File: config.mk
export PLATFORM = sky130hd
export DESIGN_NAME = rsm_ctrl
export DESIGN_NICKNAME = d
export VERILOG_FILES = /design/src/sv/rsm_pkg.sv /design/src/sv/rsm_ctrl.sv
export SDC_FILE = /design/constraint.sdc
export NUM_CORES = 1
export LEC_CHECK = 0
export ABC_CLOCK_PERIOD_IN_PS = 1780
export BUFFER_PORTS_ARGS = -buffer_cell sky130_fd_sc_hd__buf_2
export CORE_MARGIN = 10
export CORE_UTILIZATION = 42
export DETAILED_ROUTE_END_ITERATION = 8
export GPL_ROUTABILITY_DRIVEN = 0
export GPL_TIMING_DRIVEN = 0
export PLACE_DENSITY = 0.72
export SETUP_SLACK_MARGIN = 0.4
export SYNTH_ARGS = -nofsm -noshare
export SYNTH_HDL_FRONTEND = slang
export SYNTH_SLANG_ARGS = --single-unit
export TNS_END_PERCENT = 20
File: constraint.sdc
create_clock -name clk -period 1.78 [get_ports clk]
set_clock_uncertainty 0.05 [all_clocks]
set_input_delay 0.089 -clock clk [delete_from_list [all_inputs] [get_ports clk]]
set_output_delay 0.089 -clock clk [all_outputs]
set_load 0.1 [all_outputs]
File: src/sv/rsm_pkg.sv
// Shared constants, action codes and controller/datapath interface types of the mixer.
`timescale 1ns / 1ps
package rsm_pkg;

	localparam int NUM_SLOTS    = 4;
	localparam int SLOT_W       = 2;
	localparam int STORE_FRAMES = 4096;
	localparam int ADDR_W       = 12;

	// Reciprocal of 255 in Q31, rounded up; exact for quotients of values below 2^23.
	localparam logic [23:0] RECIP_255 = 24'd8421505;

	localparam logic [7:0] MASTER_RESET = 8'd200;

	typedef enum logic [2:0] {
		ACT_TICK   = 3'd0,
		ACT_LOAD   = 3'd1,
		ACT_OPEN   = 3'd2,
		ACT_PAUSE  = 3'd3,
		ACT_RESUME = 3'd4,
		ACT_CLOSE  = 3'd5
	} action_t;

	// Commands from the controller to the datapath.
	typedef struct packed {
		logic              capture;
		logic              exec;
		logic              chk;
		logic              rd1;
		logic              mul1;
		logic              mul2;
		logic              mul3;
		logic              acc;
		logic              fin;
		logic              load_out;
		logic [SLOT_W-1:0] slot;
	} rsm_cmd_t;

	// Status from the datapath to the controller.
	typedef struct packed {
		logic is_tick;
		logic out_free;
	} rsm_sts_t;

endpackage

File: src/sv/rsm_ctrl.sv
// Controller state machine that sequences one item through the mixer datapath.
`timescale 1ns / 1ps
module rsm_ctrl import rsm_pkg::*; (
	input  logic     clk,
	input  logic     arst_n,
	input  logic     in_valid,
	output logic     in_ready,
	input  rsm_sts_t sts,
	output rsm_cmd_t cmd
);

	typedef enum logic [9:0] {
		ST_IDLE = 10'b0000000001,
		ST_EXEC = 10'b0000000010,
		ST_CHK  = 10'b0000000100,
		ST_RD1  = 10'b0000001000,
		ST_MUL1 = 10'b0000010000,
		ST_MUL2 = 10'b0000100000,
		ST_MUL3 = 10'b0001000000,
		ST_ACC  = 10'b0010000000,
		ST_FIN  = 10'b0100000000,
		ST_DONE = 10'b1000000000
	} state_t;

	state_t state_q, state_d;
	logic [SLOT_W-1:0] slot_q;

	assign in_ready = (state_q == ST_IDLE);

	// Next state.
	always_comb begin
		state_d = state_q;
		case (state_q)
			ST_IDLE: if (in_valid) state_d = ST_EXEC;
			ST_EXEC: state_d = sts.is_tick ? ST_CHK : ST_DONE;
			ST_CHK:  state_d = ST_RD1;
			ST_RD1:  state_d = ST_MUL1;
			ST_MUL1: state_d = ST_MUL2;
			ST_MUL2: state_d = ST_MUL3;
			ST_MUL3: state_d = ST_ACC;
			ST_ACC:  state_d = (slot_q == SLOT_W'(NUM_SLOTS - 1)) ? ST_FIN : ST_CHK;
			ST_FIN:  state_d = ST_DONE;
			ST_DONE: if (sts.out_free) state_d = ST_IDLE;
			default: state_d = ST_IDLE;
		endcase
	end

	// State and slot counter.
	always_ff @(posedge clk or negedge arst_n) begin
		if (!arst_n) begin
			state_q <= ST_IDLE;
			slot_q  <= '0;
		end else begin
			state_q <= state_d;
			if (state_q == ST_EXEC)
				slot_q <= '0;
			else if (state_q == ST_ACC)
				slot_q <= slot_q + SLOT_W'(1);
		end
	end

	// Command decode.
	always_comb begin
		cmd.capture  = (state_q == ST_IDLE) && in_valid;
		cmd.exec     = (state_q == ST_EXEC);
		cmd.chk      = (state_q == ST_CHK);
		cmd.rd1      = (state_q == ST_RD1);
		cmd.mul1     = (state_q == ST_MUL1);
		cmd.mul2     = (state_q == ST_MUL2);
		cmd.mul3     = (state_q == ST_MUL3);
		cmd.acc      = (state_q == ST_ACC);
		cmd.fin      = (state_q == ST_FIN);
		cmd.load_out = (state_q == ST_DONE) && sts.out_free;
		cmd.slot     = slot_q;
	end

endmodule

# After elaboration in Yosys (flattened, before gate mapping)
# Cells that the tools add are included.
[totals]
ff_bits = 12
inputBits = 5
[op_classes]
add_sub_neg = 1
n_eq_ne = 13
n_mux = 7
n_reduce_logical = 4
[ops]
columns = ["cell", "n"]
rows = [
  ["case mux 10 bit (10 select lines)", 1],
  ["two-way mux 10 bit", 3],
  ["== test 10 x 1 -> 1 bit (second input constant)", 1],
  ["== test 10 bit (second input constant)", 1],
  ["== test 10 x 2 -> 1 bit (second input constant)", 1],
  ["== test 10 x 3 -> 1 bit (second input constant)", 1],
  ["== test 10 x 4 -> 1 bit (second input constant)", 1],
  ["== test 10 x 5 -> 1 bit (second input constant)", 1],
  ["== test 10 x 6 -> 1 bit (second input constant)", 1],
  ["== test 10 x 7 -> 1 bit (second input constant)", 1],
  ["== test 10 x 8 -> 1 bit (second input constant)", 1],
  ["== test 10 x 9 -> 1 bit (second input constant)", 1],
  ["two-way mux 9 bit", 1],
  ["two-way mux 2 bit", 2],
  ["!= test 2 bit (second input constant)", 2],
  ["adder 2 x 1 -> 2 bit (second input constant)", 1],
  ["== test 2 bit (second input constant)", 1],
  ["logical AND 1 bit", 2],
  ["AND reduction 2 bit", 1],
  ["nonzero test 2 bit", 1],
]

# Longest topological paths before layout
[logic_depth]
ltp_word = 3
depth_mapped = 6

# Worst setup path before layout
# No wires, ideal clock.
[synth_timing]
path_type = "register to output"
from = "register state_q[1]"
to = "output port cmd[6] (netlist name)"
arrival_time_ns = 3.854
required_time_ns = 1.641
slack_ns = -2.213
path_stages_with_launch = 4
n_path_buf = 1
path_cell_list = "dfrtp_1 > or4_1 > clkbuf_2 > nor4_1"
[synth_lines]
columns = ["element", "line", "text"]
rows = [
  ["from (decl)", "rsm_ctrl.sv:25", "state_t state_q, state_d;"],
  ["from (signal assigned)", "rsm_ctrl.sv:54", "state_q <= state_d;"],
  ["to (decl)", "rsm_ctrl.sv:9", "output rsm_cmd_t cmd"],
]

==> qor.yml <==
floorplan:
  coreArea_sq_um: 1710
  num_io_pins: 18
  dieArea_sq_um: 3870
  dieWidth_microns: 62.2
  initial_core_util_pct: 43.9
  num_rows: 15
  die_h_microns: 62.2
synthesis:
  syn_inst: 75
  synth-simple-area-share_pct: 35.6
  yosysWarnings: 0
  postSynthAreaPerCell_sq_um: 9.99
  synth-seq-cells: 12
  synth-compound-area-share_pct: 13.5
  async_flop_share_pct: 100
  yosys-top-cells-count: "dfrtp_1 (11), nor2_1 (7), inv_1 (6), nor3_1 (5)"
  synth.most_common_cell: "dfrtp_1"
  synth_top_family_by_area: "simple AND/OR/NAND/NOR gates"
  seq_area_frac_synth_pct: 40.2
  yosys.area.top_type: "dfrtp_1"
  synth-adder-area-share_pct: 3.17
  synth_xor_area_share_pct: 1.17
  synthMuxAreaShare_pct: 1.34
  synth_top_cell_area_share_pct: 36.7
  ys.flop_type: "dfrtp_1"
  yosys-top-cells-area: "dfrtp_1 (37%), and3b_1 (4.7%), a2111oi_4 (3.7%)"
  ys_types: 34
  synth_fp_nets: 81
  synth_enable_flop_cells: 0
  syn_area_sq_um: 749
drt:
  wire_per_inst_microns: 15.2
  wirelength_microns: 2130
  vias_per_cell: 5.11
  first_pass_iters: 4
  vias: 716
  drt-initial-drc-count: 17
  drc_errors: 0
  final_antenna_net_count: 0
timing:
  fmax_ghz: 0.460
  finalCritPeriodShare_pct: 122
  rsz0062_at_grt: "yes"
  max_slew_margin_pct: 65.1
  finalSetupViolCount: 16
  hold_violations: 0
  worstMarginPinSlew_ns: 0.523
  drv_slew: 0
  worst_slack_ns: -0.394
  hold_ws_ns: 0.0184
  period_needed_ns: 2.17
cts:
  clk_latency_ns: 0.27
  cts_tree: "done"
  cts_buffers: 3
  cts_root_buffer: "clkbuf_4"
  clkSinkCount: 12
  clk_pin_slew_ns: 0.08
  clk_path_buf_depth: 2
  htreeDepth: 1
finish:
  insertedDiodeCount: 0
  drive_gt1_share_pct: 60.9
  final_nets: 122
  synthToLayoutAreaGrowth_pct: 79.6
  final_util_pct: 78.8
  final_cells: 140
power:
  ir_worst_vdd_v: 0.00165
  total_power_mw: 1.72
  p_per_area_nw_per_um2: 1280
  p_leak_nw: 0.644
min_path:
  min_path_type: "input port to register"
place:
  port_buffers: 17
  place_ws_ns: -0.493
  dp.cells: 117
  dp_hpwl_microns: 1220
global_routing:
  antenna_found_initial: 0
  grtUsageTotal_pct: 10.7
  grt_max_degree: 13
  grt_overflow: 0
  grt_pass1_wl_microns: 3420
  grt_pass1_vias: 746
outcome:
  violations: "negative setup slack"
  status: "complete, but fails checks"
worst_setup_path:
  crit_path_max_incr_delay_ns: 0.52
  crit_chain: "or4_4, buf_8, nor3_4, nand2b_4, nor3_4, buf_12"
  cp_slowest_cell: "or4_4"
  setup.worst_path.class: "register to output pin"
  end_kind: "output pin"
  critPathLaunchType: "register"
  required_ns: 1.64
  cp_max_fo: 4
  critPathBufInv: 2
  path_delay_family: "simple AND/OR/NAND/NOR gates"
  worstPathArrival_ns: 2.04
  path_common_cell: "nor3_4"
run:
  max-cap-violations: 0
==> per-layer routing <==
metal / GRT usage (%) / vias up / wire [microns] / share of wire, %
met1: 12.2 / 345 / 935 / 44
li1: - / 350 / - / -
met5: 0 / - / 0 / 0
met3: 2.51 / 2 / 111 / 5.2
met2: 17.3 / 19 / 1050 / 49
met4: 6.86 / 0 / 38 / 1.8
==> registers in the layout (all words and copies together), names as in the netlist <==
signal,count
state_q,10
slot_q,2
==> repair_timing <==
item                                    4_1_cts  5_1_grt
buffers inserted                             14        3
pin swaps                                    10        5
endpoints found under the hold margin        13        0
endpoints found under the setup margin       23       23
hold buffers                                  2        0
gates resized for setup                      51        6
==> worst paths after layout <==
check / from / to / slack (ns) / depth (start not counted)
max: state_q[1]$_DFFE_PN0P_ / cmd[2] / -0.39 / 6
min: in_valid / state_q[1]$_DFFE_PN0P_ / 0.02 / 2
max reg2reg: state_q[1]$_DFFE_PN0P_ / state_q[0]$_DFFE_PN1P_ / -0.27 / 6
min reg2reg: slot_q[1]$_DFFE_PN0P_ / slot_q[1]$_DFFE_PN0P_ / 0.51 / 2
max in group asynchronous: arst_n / state_q[0]$_DFFE_PN1P_ / 1.24 / 2
min in group asynchronous: arst_n / state_q[6]$_DFFE_PN0P_ / 0.17 / 2
==> cell usage in the layout, fill, tap and decap left out, drive strengths merged, types with 3 or more instances in the layout <==
master   instances
inv              6
nor3             5
o2bb2ai          3
or2              3
buf             36
clkbuf           5
and2             3
nor2             7
and3b            4
dfrtp           11
nand2b           4
==> cells by family (layout without fill, tap and decap cells) <==
kind of cell               after synthesis  in the layout
adders and majority gates                2              2
buffers and inverters                    9             49
AOI/OAI and AO/OA                       10             10
and+or+nand+nor                         40             40
xor gates and xnor gates                 1              1
muxes                                    1              1
DFF                                     12             12
==> stage by stage <==
stage	cell area [sq um]	TNS, ns
finish	1350	-4.27
floorplan	830	-10.11
detailed placement	946	-4.29
CTS	1300	-4.40
global placement	946	-4.15
global route	1350	-5.24
==> final cells by class <==
| type | count | area (sq um) |
|---|---|---|
| inverters | 6 | 25.0 |
| flip-flops and latches | 12 | 304 |
| fillers | 89 | 362 |
| multi-input cells | 54 | 518 |
| well taps | 25 | 31.3 |
| plain buffers | 3 | 40.0 |
| repair buffers | 36 | 392 |
| clock buffers | 4 | 36.3 |
==> worst reg2reg max path, delay by kind of cell, from the launching register on <==
| kind | cells | cell delay [ns] |
|---|---|---|
| compound gates | 2 | 0.41 |
| fa+ha+maj | 1 | 0.32 |
| buf+inv | 2 | 0.27 |
| flops | 1 | 0.40 |
| simple gates | 1 | 0.53 |
==> power breakdown <==
part	switching, mW	total (mW)	internal, mW
sequential	0.0219	0.333	0.311
combinational	0.630	1.17	0.545
clock	0.0905	0.215	0.124
No activity file was read; power rests on OpenSTA's default activity.
